===== src/rtl/ttp_pkg.sv =====
`timescale 1ns / 1ps
`default_nettype none
// ----------------------------------------------------------------------------
// ttp_pkg
// Shared widths, codes and control/status structures of the tempo transport.
// ----------------------------------------------------------------------------
package ttp_pkg;

  // Position format and field widths
  localparam int POS_W             = 48;
  localparam int FRAC_BITS         = 32;
  localparam int MAX_BLOCK_SAMPLES = 4096;
  localparam int SAMP_W            = 13;
  localparam int TEMPO_W           = 13;
  localparam int RATE_W            = 18;
  localparam int FUNC_W            = 3;

  // Increment division: (samples * tempo) << FRAC_BITS over 960 * rate
  localparam int SIXTEENTH_SEC_PER_MIN = 960;
  localparam int NUM_W  = SAMP_W + TEMPO_W;
  localparam int DEN_W  = 28;
  localparam int DIVN_W = NUM_W + FRAC_BITS;
  localparam int SUM_W  = POS_W + 1;
  localparam int CNT_W  = $clog2(DIVN_W);

  localparam logic [POS_W-1:0] POS_MAX      = {POS_W{1'b1}};
  localparam logic [POS_W-1:0] QUARTER_BEAT = POS_W'(64'd1 << (FRAC_BITS - 2));
  localparam logic [POS_W-1:0] LOOP_END_RST = POS_W'(64'd4 << FRAC_BITS);

  // Configuration port
  localparam int CFG_IDX_W  = 3;
  localparam int CFG_DATA_W = 48;
  localparam logic [CFG_IDX_W-1:0] CFG_SAMPLE_RATE = 3'd0;
  localparam logic [CFG_IDX_W-1:0] CFG_TEMPO       = 3'd1;
  localparam logic [CFG_IDX_W-1:0] CFG_LOOP_ENABLE = 3'd2;
  localparam logic [CFG_IDX_W-1:0] CFG_LOOP_START  = 3'd3;
  localparam logic [CFG_IDX_W-1:0] CFG_LOOP_END    = 3'd4;

  // Transport functions
  localparam logic [FUNC_W-1:0] FUNC_ADVANCE    = 3'd0;
  localparam logic [FUNC_W-1:0] FUNC_PLAY       = 3'd1;
  localparam logic [FUNC_W-1:0] FUNC_STOP       = 3'd2;
  localparam logic [FUNC_W-1:0] FUNC_PAUSE      = 3'd3;
  localparam logic [FUNC_W-1:0] FUNC_TOGGLE     = 3'd4;
  localparam logic [FUNC_W-1:0] FUNC_REC_ON     = 3'd5;
  localparam logic [FUNC_W-1:0] FUNC_REC_OFF    = 3'd6;
  localparam logic [FUNC_W-1:0] FUNC_SET_POS    = 3'd7;

  // Stream widths
  localparam int IN_DATA_W  = 64;
  localparam int OUT_DATA_W = 56;

  typedef struct packed {
    logic [RATE_W-1:0]  sample_rate;
    logic [TEMPO_W-1:0] tempo;
    logic               loop_en;
    logic [POS_W-1:0]   loop_start;
    logic [POS_W-1:0]   loop_end;
  } ttp_cfg_t;

  typedef struct packed {
    logic capture;
    logic setup;
    logic div_step;
    logic add;
    logic check;
    logic commit_sum;
    logic mod_step;
    logic mod_commit;
    logic load_out;
  } ttp_cmd_t;

  typedef struct packed {
    logic adv_play;
    logic step_last;
    logic wrap;
    logic out_free;
  } ttp_status_t;

endpackage
`default_nettype wire


===== src/rtl/ttp_cfg.sv =====
`timescale 1ns / 1ps
`default_nettype none
// ----------------------------------------------------------------------------
// ttp_cfg
// Configuration register bank, written through a plain write port.
// ----------------------------------------------------------------------------
module ttp_cfg import ttp_pkg::*; (
  input  wire logic                  clk,
  input  wire logic                  rst_n,
  input  wire logic                  cfg_we,
  input  wire logic [CFG_IDX_W-1:0]  cfg_index,
  input  wire logic [CFG_DATA_W-1:0] cfg_wdata,
  output ttp_cfg_t                   cfg
);

  ttp_cfg_t cfg_r;

  // Write the addressed register; other indexes are ignored
  always_ff @(posedge clk) begin
    if (!rst_n) begin
      cfg_r.sample_rate <= RATE_W'(48000);
      cfg_r.tempo       <= TEMPO_W'(1920);
      cfg_r.loop_en     <= 1'b0;
      cfg_r.loop_start  <= '0;
      cfg_r.loop_end    <= LOOP_END_RST;
    end else if (cfg_we) begin
      unique case (cfg_index)
        CFG_SAMPLE_RATE: cfg_r.sample_rate <= cfg_wdata[RATE_W-1:0];
        CFG_TEMPO:       cfg_r.tempo       <= cfg_wdata[TEMPO_W-1:0];
        CFG_LOOP_ENABLE: cfg_r.loop_en     <= cfg_wdata[0];
        CFG_LOOP_START:  cfg_r.loop_start  <= cfg_wdata[POS_W-1:0];
        CFG_LOOP_END:    cfg_r.loop_end    <= cfg_wdata[POS_W-1:0];
        default: ;
      endcase
    end
  end

  assign cfg = cfg_r;

endmodule
`default_nettype wire


===== src/rtl/ttp_datapath.sv =====
`timescale 1ns / 1ps
`default_nettype none
// ----------------------------------------------------------------------------
// ttp_datapath
// Transport state, bit-serial increment divider, loop modulo and result
// register.
// ----------------------------------------------------------------------------
module ttp_datapath import ttp_pkg::*; (
  input  wire logic                  clk,
  input  wire logic                  rst_n,
  input  ttp_cfg_t                   cfg,
  input  ttp_cmd_t                   cmd,
  output ttp_status_t                status,
  input  wire logic [FUNC_W-1:0]     in_tuser,
  input  wire logic [IN_DATA_W-1:0]  in_tdata,
  output logic                       out_tvalid,
  input  wire logic                  out_tready,
  output logic [OUT_DATA_W-1:0]      out_tdata
);

  // Captured item
  logic [FUNC_W-1:0] func_r;
  logic [SAMP_W-1:0] samp_r;
  logic [POS_W-1:0]  pv_r;

  // Transport state
  logic             play_r, rec_r;
  logic [POS_W-1:0] pos_r;

  // Divider
  logic [DEN_W-1:0]  den_r;
  logic [DEN_W-1:0]  drem_r;
  logic [DIVN_W-1:0] nsh_r;
  logic [DIVN_W-1:0] quo_r;
  logic [CNT_W-1:0]  cnt_r;

  // Sum and loop
  logic [SUM_W-1:0] sum_r;
  logic [POS_W-1:0] end_r, len_r;
  logic [SUM_W-1:0] dsh_r;
  logic [POS_W-1:0] mrem_r;

  // Result register
  logic                  out_valid_r;
  logic [OUT_DATA_W-1:0] out_data_r;

  logic [SAMP_W-1:0] samp_in, samp_sat;
  logic [DEN_W:0]    dtrial, ddiff;
  logic              dge;
  logic [POS_W-1:0]  inc;
  logic [SUM_W-1:0]  qsum;
  logic [POS_W-1:0]  end_eff;
  logic              wrap;
  logic [SUM_W-1:0]  mtrial, mdiff, mnext;
  logic              mge;

  // Saturate the block length at capture
  assign samp_in  = in_tdata[SAMP_W-1:0];
  assign samp_sat = (samp_in > SAMP_W'(MAX_BLOCK_SAMPLES)) ?
                    SAMP_W'(MAX_BLOCK_SAMPLES) : samp_in;

  // One restoring division step
  assign dtrial = {drem_r, nsh_r[DIVN_W-1]};
  assign ddiff  = dtrial - {1'b0, den_r};
  assign dge    = (dtrial >= {1'b0, den_r});

  // Clamp the increment; a zero rate moves nothing
  always_comb begin
    if (cfg.sample_rate == '0) begin
      inc = '0;
    end else if (|quo_r[DIVN_W-1:POS_W]) begin
      inc = POS_MAX;
    end else begin
      inc = quo_r[POS_W-1:0];
    end
  end

  // Effective loop end: at least start plus a quarter beat, saturated
  assign qsum    = {1'b0, cfg.loop_start} + {1'b0, QUARTER_BEAT};
  always_comb begin
    end_eff = qsum[POS_W] ? POS_MAX : qsum[POS_W-1:0];
    if (cfg.loop_end > end_eff) begin
      end_eff = cfg.loop_end;
    end
  end

  assign wrap = cfg.loop_en && (len_r != '0) && (sum_r >= {1'b0, end_r});

  // One restoring modulo step
  assign mtrial = {mrem_r, dsh_r[SUM_W-1]};
  assign mdiff  = mtrial - {1'b0, len_r};
  assign mge    = (mtrial >= {1'b0, len_r});
  assign mnext  = mge ? mdiff : mtrial;

  // Transport state and control items
  always_ff @(posedge clk) begin
    if (!rst_n) begin
      play_r <= 1'b0;
      rec_r  <= 1'b0;
      pos_r  <= '0;
    end else begin
      if (cmd.setup) begin
        unique case (func_r)
          FUNC_PLAY:    play_r <= 1'b1;
          FUNC_STOP: begin
            play_r <= 1'b0;
            rec_r  <= 1'b0;
            pos_r  <= '0;
          end
          FUNC_PAUSE:   play_r <= 1'b0;
          FUNC_TOGGLE:  play_r <= ~play_r;
          FUNC_REC_ON: begin
            play_r <= 1'b1;
            rec_r  <= 1'b1;
          end
          FUNC_REC_OFF: rec_r <= 1'b0;
          FUNC_SET_POS: pos_r <= pv_r[POS_W-1] ? '0 : pv_r;
          default: ;
        endcase
      end
      if (cmd.commit_sum) begin
        pos_r <= sum_r[POS_W] ? POS_MAX : sum_r[POS_W-1:0];
      end
      if (cmd.mod_commit) begin
        pos_r <= cfg.loop_start + mnext[POS_W-1:0];
      end
    end
  end

  // Item capture, divider, sum and modulo registers
  always_ff @(posedge clk) begin
    if (cmd.capture) begin
      func_r <= in_tuser;
      samp_r <= samp_sat;
      pv_r   <= in_tdata[SAMP_W +: POS_W];
    end
    if (cmd.setup) begin
      nsh_r  <= {NUM_W'(samp_r) * NUM_W'(cfg.tempo), {FRAC_BITS{1'b0}}};
      den_r  <= DEN_W'(cfg.sample_rate) * DEN_W'(SIXTEENTH_SEC_PER_MIN);
      drem_r <= '0;
      quo_r  <= '0;
      cnt_r  <= CNT_W'(DIVN_W - 1);
    end
    if (cmd.div_step) begin
      drem_r <= dge ? ddiff[DEN_W-1:0] : dtrial[DEN_W-1:0];
      quo_r  <= {quo_r[DIVN_W-2:0], dge};
      nsh_r  <= {nsh_r[DIVN_W-2:0], 1'b0};
      cnt_r  <= cnt_r - 1'b1;
    end
    if (cmd.add) begin
      sum_r <= {1'b0, pos_r} + {1'b0, inc};
      end_r <= end_eff;
      len_r <= end_eff - cfg.loop_start;
    end
    if (cmd.check) begin
      dsh_r  <= sum_r - {1'b0, cfg.loop_start};
      mrem_r <= '0;
      cnt_r  <= CNT_W'(SUM_W - 1);
    end
    if (cmd.mod_step) begin
      mrem_r <= mnext[POS_W-1:0];
      dsh_r  <= {dsh_r[SUM_W-2:0], 1'b0};
      cnt_r  <= cnt_r - 1'b1;
    end
  end

  // Result register: hold until transfer
  always_ff @(posedge clk) begin
    if (!rst_n) begin
      out_valid_r <= 1'b0;
    end else if (cmd.load_out) begin
      out_valid_r <= 1'b1;
    end else if (out_tready) begin
      out_valid_r <= 1'b0;
    end
  end

  always_ff @(posedge clk) begin
    if (cmd.load_out) begin
      out_data_r <= OUT_DATA_W'({rec_r, play_r, pos_r});
    end
  end

  assign out_tvalid = out_valid_r;
  assign out_tdata  = out_data_r;

  assign status.adv_play  = (func_r == FUNC_ADVANCE) && play_r;
  assign status.step_last = (cnt_r == '0);
  assign status.wrap      = wrap;
  assign status.out_free  = !out_valid_r || out_tready;

endmodule
`default_nettype wire


===== src/rtl/ttp_ctrl.sv =====
`timescale 1ns / 1ps
`default_nettype none
// ----------------------------------------------------------------------------
// ttp_ctrl
// Sequencer: decode, divide, add, loop check, modulo and result hand-off.
// ----------------------------------------------------------------------------
module ttp_ctrl import ttp_pkg::*; (
  input  wire logic  clk,
  input  wire logic  rst_n,
  input  wire logic  in_tvalid,
  output logic       in_tready,
  input  ttp_status_t status,
  output ttp_cmd_t   cmd
);

  typedef enum logic [6:0] {
    ST_IDLE   = 7'b0000001,
    ST_SETUP  = 7'b0000010,
    ST_DIV    = 7'b0000100,
    ST_ADD    = 7'b0001000,
    ST_CHECK  = 7'b0010000,
    ST_MOD    = 7'b0100000,
    ST_FINISH = 7'b1000000
  } ttp_state_t;

  ttp_state_t state_r, state_nxt;

  always_ff @(posedge clk) begin
    if (!rst_n) begin
      state_r <= ST_IDLE;
    end else begin
      state_r <= state_nxt;
    end
  end

  // Next state and commands
  always_comb begin
    state_nxt = state_r;
    cmd       = '0;
    in_tready = 1'b0;
    unique case (state_r)
      ST_IDLE: begin
        in_tready = 1'b1;
        if (in_tvalid) begin
          cmd.capture = 1'b1;
          state_nxt   = ST_SETUP;
        end
      end
      ST_SETUP: begin
        cmd.setup = 1'b1;
        state_nxt = status.adv_play ? ST_DIV : ST_FINISH;
      end
      ST_DIV: begin
        cmd.div_step = 1'b1;
        if (status.step_last) begin
          state_nxt = ST_ADD;
        end
      end
      ST_ADD: begin
        cmd.add   = 1'b1;
        state_nxt = ST_CHECK;
      end
      ST_CHECK: begin
        if (status.wrap) begin
          cmd.check = 1'b1;
          state_nxt = ST_MOD;
        end else begin
          cmd.commit_sum = 1'b1;
          state_nxt      = ST_FINISH;
        end
      end
      ST_MOD: begin
        cmd.mod_step = 1'b1;
        if (status.step_last) begin
          cmd.mod_commit = 1'b1;
          state_nxt      = ST_FINISH;
        end
      end
      ST_FINISH: begin
        if (status.out_free) begin
          cmd.load_out = 1'b1;
          state_nxt    = ST_IDLE;
        end
      end
      default: state_nxt = ST_IDLE;
    endcase
  end

endmodule
`default_nettype wire


===== src/rtl/tempo_transport_position.sv =====
`timescale 1ns / 1ps
`default_nettype none
// Flow: control items, and advance items while stopped, pass from capture
// through setup to the result; an advance item while playing also runs the
// 58-step bit-serial increment divider, and the 49-step loop modulo on wrap.
// Throughput: one item in flight; the next is taken once the result is loaded
// into the output register, which then waits for its transfer on its own.
// Reset: synchronous, active low; restores registers, clears state and output.
// ----------------------------------------------------------------------------
// tempo_transport_position
// Song transport keeping a Q16.32 beat position with play and record flags.
// ----------------------------------------------------------------------------
module tempo_transport_position import ttp_pkg::*; (
  input  wire logic                  clk,
  input  wire logic                  rst_n,
  input  wire logic                  in_tvalid,
  output logic                       in_tready,
  // [2:0] func
  input  wire logic [FUNC_W-1:0]     in_tuser,
  // [12:0] num_samples, [60:13] position_value, [63:61] zero
  input  wire logic [IN_DATA_W-1:0]  in_tdata,
  output logic                       out_tvalid,
  input  wire logic                  out_tready,
  // [47:0] position, [48] playing, [49] recording, [55:50] zero
  output logic [OUT_DATA_W-1:0]      out_tdata,
  input  wire logic                  cfg_we,
  input  wire logic [CFG_IDX_W-1:0]  cfg_index,
  input  wire logic [CFG_DATA_W-1:0] cfg_wdata
);

  ttp_cfg_t    cfg;
  ttp_cmd_t    cmd;
  ttp_status_t status;

  ttp_cfg u_cfg (
    .clk       (clk),
    .rst_n     (rst_n),
    .cfg_we    (cfg_we),
    .cfg_index (cfg_index),
    .cfg_wdata (cfg_wdata),
    .cfg       (cfg)
  );

  ttp_ctrl u_ctrl (
    .clk       (clk),
    .rst_n     (rst_n),
    .in_tvalid (in_tvalid),
    .in_tready (in_tready),
    .status    (status),
    .cmd       (cmd)
  );

  ttp_datapath u_dp (
    .clk        (clk),
    .rst_n      (rst_n),
    .cfg        (cfg),
    .cmd        (cmd),
    .status     (status),
    .in_tuser   (in_tuser),
    .in_tdata   (in_tdata),
    .out_tvalid (out_tvalid),
    .out_tready (out_tready),
    .out_tdata  (out_tdata)
  );

endmodule
`default_nettype wire

===== config.mk =====
export PLATFORM = sky130hd
export DESIGN_NAME = tempo_transport_position
export DESIGN_NICKNAME = d
export VERILOG_FILES = /design/src/rtl/ttp_pkg.sv /design/src/rtl/ttp_cfg.sv /design/src/rtl/ttp_datapath.sv /design/src/rtl/ttp_ctrl.sv /design/src/rtl/tempo_transport_position.sv
export SDC_FILE = /design/constraint.sdc
export NUM_CORES = 2
export LEC_CHECK = 0
export CELL_PAD_IN_SITES_DETAIL_PLACEMENT = 1
export CELL_PAD_IN_SITES_GLOBAL_PLACEMENT = 2
export CORE_AREA = 3 3 356 358
export CTS_CLUSTER_SIZE = 16
export DETAILED_ROUTE_END_ITERATION = 7
export DIE_AREA = 0 0 359 361
export DONT_BUFFER_PORTS = 1
export PLACE_DENSITY_LB_ADDON = 0.12
export SLEW_MARGIN = 20
export SYNTH_ARGS = -nofsm -noshare
export SYNTH_HDL_FRONTEND = slang
export SYNTH_SLANG_ARGS = --single-unit
export TNS_END_PERCENT = 50

===== constraint.sdc =====
create_clock -name clk -period 26.8 [get_ports clk]
set_input_delay 2.68 -clock clk [delete_from_list [all_inputs] [get_ports clk]]
set_output_delay 2.68 -clock clk [all_outputs]
set_load 0.01 [all_outputs]

==> impl_metrics.env <==
export IMPL_final_max_slew_viol_count=0
export IMPL_finalNetCount=5889
export IMPL_wire_per_inst_um=24.0
export IMPL_use_met2_pct=39.8
export IMPL_route_vias_total=38600
export IMPL_worst_slew_pin_transition_ns=1.09
export IMPL_floorplan_io_pins=181
export IMPL_library_cells_used_by_synthesis=105
export IMPL_syn_to_final_growth_pct=9.22
export IMPL_fin_worst_hold_slack_ns=0.477
export IMPL_cellLeakagePower_nw=22.7
export IMPL_vias_per_cell=5.62
export IMPL_layout_common_cells="sky130_fd_sc_hd__nand2_1 (643), sky130_fd_sc_hd__a21oi_1 (528), sky130_fd_sc_hd__edfxtp_1 (495)"
export IMPL_drcViolationCount=0
export IMPL_peak_supply_drop_v=0.0000465
export IMPL_grt_first_pass_wirelength_um=250000
export IMPL_cts_buffers_inserted=86
export IMPL_fill_cell_total_of_the_finished_layout=14000
export IMPL_final_layout_size_suffix_gt1_share_pct=4.82
export IMPL_crit_path_max_incr_delay_ns=0.66
export IMPL_multiInputGateArea_mm2=0.0285
export IMPL_final_weighted_congestion_of_routability_driven_global_placement=0.900
export IMPL_power_share_of_the_combinational_group_pct=23.4
export IMPL_fin_crit_ns=9.40
export IMPL_total_routing_usage_gr_pct=25.0
export IMPL_1st_pass_router_iterations=5
export IMPL_maxCapViolCount=0
export IMPL_cts_repair_resized=0
export IMPL_end_kind="flop"
export IMPL_synth_async_reset_ratio_pct=0
export IMPL_antenna_left=0
export IMPL_post_synth_inst_count=5233
export IMPL_worst_path_max_fanout=51
export IMPL_synth_ff_type="sky130_fd_sc_hd__edfxtp_1"
export IMPL_timing_slew_headroom_pct=27.4
export IMPL_worst_setup_path_start_kind="flop"
export IMPL_finalWirelength_um=164000
export IMPL_power_internal_mw=2.24
export IMPL_grt_setup_unrepaired="false"
export IMPL_run_status="finished clean"
export IMPL_seq_area_mm2=0.0186
export IMPL_grt_remaining_overflow=0
export IMPL_layout_cells_most_common="sky130_fd_sc_hd__nand2_1"
export IMPL_netSwitchingPower_uw=955
export IMPL_yosysWarningCount=0
export IMPL_netlist_area_mm2=0.0494
export IMPL_timing_critical_path_slowest_stage_cell="sky130_fd_sc_hd__or4_1"
export IMPL_drc_marker_count_from_the_first_detailed_route_iteration=2516
export IMPL_cts_htree_levels=3
export IMPL_count_of_flip_flops_with_a_built_in_enable_after_synthesis=495
export IMPL_cellPowerDensity_mw_per_mm2=59.2
export IMPL_sequential_area_share_after_synthesis_pct=37.7
export IMPL_grt_met1_usage_pct=36.5
export IMPL_cts_post_setup_buffers_inserted=0
export IMPL_cts_hold_buf=0
export IMPL_synth_area_per_cell_um2=9.44
export IMPL_initial_utilization_pct=39.9
export IMPL_met3_usage_pct=3.27
export IMPL_arrival_ns=9.80
export IMPL_grt_antenna_before_repair=15
export IMPL_setup_tns_ns=0
export IMPL_pwr_share_seq_pct=37.8
export IMPL_timing_hold_violations_final=0
export IMPL_timing_final_setup_violations=0
export IMPL_cts_tree="yes"
export IMPL_clock_skew_ns=0.0302
export IMPL_max_freq_ghz=0.106
export IMPL_maximum_number_of_pins_on_one_net_before_global_route_repair=86
export IMPL_setup_reg_to_reg_worst_slack_ns=17.40
export IMPL_critical_path_start_end_classification="flop to flop"
export IMPL_die_outline_area_mm2=0.130
export IMPL_hold_path_class="flop to flop"
export IMPL_worst_setup_hold_path_clk_slew_ns=0.06
export IMPL_chipWidth_um=359
export IMPL_via_count_of_the_first_global_routing_pass=39500
export IMPL_final_period_utilization_pct=35.1
export IMPL_cts_root_buf="sky130_fd_sc_hd__clkbuf_16"
export IMPL_synth_ff_latch_count=682
export IMPL_clockPowerShare_pct=38.8
export IMPL_grt_busiest_layer="met2"
export IMPL_buffer_ports_inserted=0
export IMPL_worst_skew_pair_late_latency_ns=0.68
export IMPL_place_hpwl_um=128000
export IMPL_required_ns=27.20
export IMPL_clk_path_buf_depth=3
export IMPL_dieHeight_um=361
export IMPL_clkSinkCount=682
export IMPL_row_count=129
export IMPL_sw_frac_of_total_pct=29.9
export IMPL_fp_coreArea_mm2=0.124
[sequential cells by signal (all words and copies together) (netlist names), 7 cells and up]
| name | cells |
|---|---|
| u_dp.sum_r | 49 |
| u_dp.samp_r | 13 |
| u_dp.pv_r | 48 |
| u_cfg.cfg | 128 |
| u_dp.pos_r | 48 |
| u_dp.den_r | 22 |
| u_ctrl.state_r | 7 |
| u_dp.quo_r | 58 |
| u_dp.end_r | 48 |
| u_dp.dsh_r | 49 |
| u_dp.nsh_r | 26 |
| u_dp.len_r | 48 |
| u_dp.mrem_r | 48 |
| u_dp.drem_r | 28 |
| u_dp.out_tdata | 50 |
[synth_stat cells (20+ instances only)]
cell type	count	area [µm²]
sky130_fd_sc_hd__nand2_1	645	2420
sky130_fd_sc_hd__a21oi_1	528	2640
sky130_fd_sc_hd__edfxtp_1	495	14900
sky130_fd_sc_hd__ha_1	464	5810
sky130_fd_sc_hd__inv_1	401	1510
sky130_fd_sc_hd__nor2_1	349	1310
sky130_fd_sc_hd__a21o_1	213	1600
sky130_fd_sc_hd__dfxtp_1	187	3740
sky130_fd_sc_hd__xnor2_1	183	1600
sky130_fd_sc_hd__and2_1	181	1130
sky130_fd_sc_hd__o21ai_0	167	836
sky130_fd_sc_hd__clkbuf_1	166	623
sky130_fd_sc_hd__fa_1	160	3200
sky130_fd_sc_hd__o21a_1	97	728
sky130_fd_sc_hd__xor2_1	96	841
sky130_fd_sc_hd__nand3_1	89	445
sky130_fd_sc_hd__nand4_1	63	394
sky130_fd_sc_hd__nor2b_1	52	325
sky130_fd_sc_hd__a22o_1	47	412
sky130_fd_sc_hd__o21bai_1	44	330
sky130_fd_sc_hd__a22oi_1	43	323
sky130_fd_sc_hd__and3_1	42	263
sky130_fd_sc_hd__a31oi_1	36	225
sky130_fd_sc_hd__nand2b_1	35	219
sky130_fd_sc_hd__nor3_1	33	165
sky130_fd_sc_hd__o311ai_0	32	280
sky130_fd_sc_hd__o211ai_1	31	233
sky130_fd_sc_hd__mux2i_1	29	290
sky130_fd_sc_hd__a211oi_1	26	195
sky130_fd_sc_hd__buf_2	25	125
sky130_fd_sc_hd__nor4_1	23	144
sky130_fd_sc_hd__o21ai_1	20	100
[metrics by stage]
stage | util (%) | instance area, µm² | power [mW] | worst slack (ns) | std cells
2_1_floorplan | - | 49400 | 1.79 | 16.85 | 5238
3_3_place_gp | 41.2 | 50900 | 1.96 | 17.43 | 6690
3_5_place_dp | 41.2 | 50900 | 1.97 | 17.39 | 6691
4_1_cts | 43.6 | 53900 | 3.23 | 17.37 | 6849
5_1_grt | 43.6 | 53900 | 3.36 | 16.76 | 6849
6_report | 43.6 | 53900 | 3.19 | 17.40 | 6864
[layout make-up]
cell class	count	share of cell area, %
multi-input cells	3935	52.8
well taps	1637	3.80
inverters	402	2.82
repair buffers	35	0.510
clock inverters	48	1.06
flip-flops and latches	682	34.5
clock buffers	110	4.49
diodes	15	0.0696
[metal layers]
metal  wire length (µm)  vias up
met5                 13        -
met4               2630        2
li1                   -    18400
met1              80500    19400
met3               7520      141
met2              73900      645
[power groups by stage]
stage	clock, mW	combinational, mW	sequential, mW
final	1.24	0.748	1.21
after global routing	1.31	0.845	1.21
after CTS	1.27	0.751	1.21
after global placement	0	0.731	1.23
after detailed placement	0	0.742	1.23
after floorplan	0	0.571	1.21
[worst paths after layout]
check,startpoint,to,cells after the start
min reg2reg,u_cfg.cfg[30]$_SDFFE_PN0P_,u_cfg.cfg[30]$_SDFFE_PN0P_,2
min,u_cfg.cfg[30]$_SDFFE_PN0P_,u_cfg.cfg[30]$_SDFFE_PN0P_,2
max reg2reg,u_cfg.cfg[80]$_SDFFE_PN0P_,u_dp.len_r[47]$_DFFE_PP_,30
max,u_cfg.cfg[80]$_SDFFE_PN0P_,u_dp.len_r[47]$_DFFE_PP_,30
[kinds of logic (layout without fill, tap and decap cells)]
group | after synthesis | count (layout) | share of synthesized area [%]
simple gates | 1578 | 1578 | 14.9
compound gates | 1413 | 1413 | 18.6
flops | 682 | 682 | 37.7
fa+ha+maj | 624 | 624 | 18.2
buf+inv | 621 | 595 | 4.93
xor+xnor | 280 | 280 | 4.99
mux | 34 | 34 | 0.702
other cells | 1 | 21 | 0.00759
[worst max-delay path, delay by kind of cell, from the launching register on]
family / cells / cell delay (ns)
buffers and inverters: 3 / 1.26
AOI/OAI and AO/OA: 12 / 2.85
adders and majority gates: 2 / 0.71
and+or+nand+nor: 12 / 3.67
xor gates and xnor gates: 1 / 0.09
DFF: 1 / 0.48
Note: power is estimated with default switching activity, not from simulation.
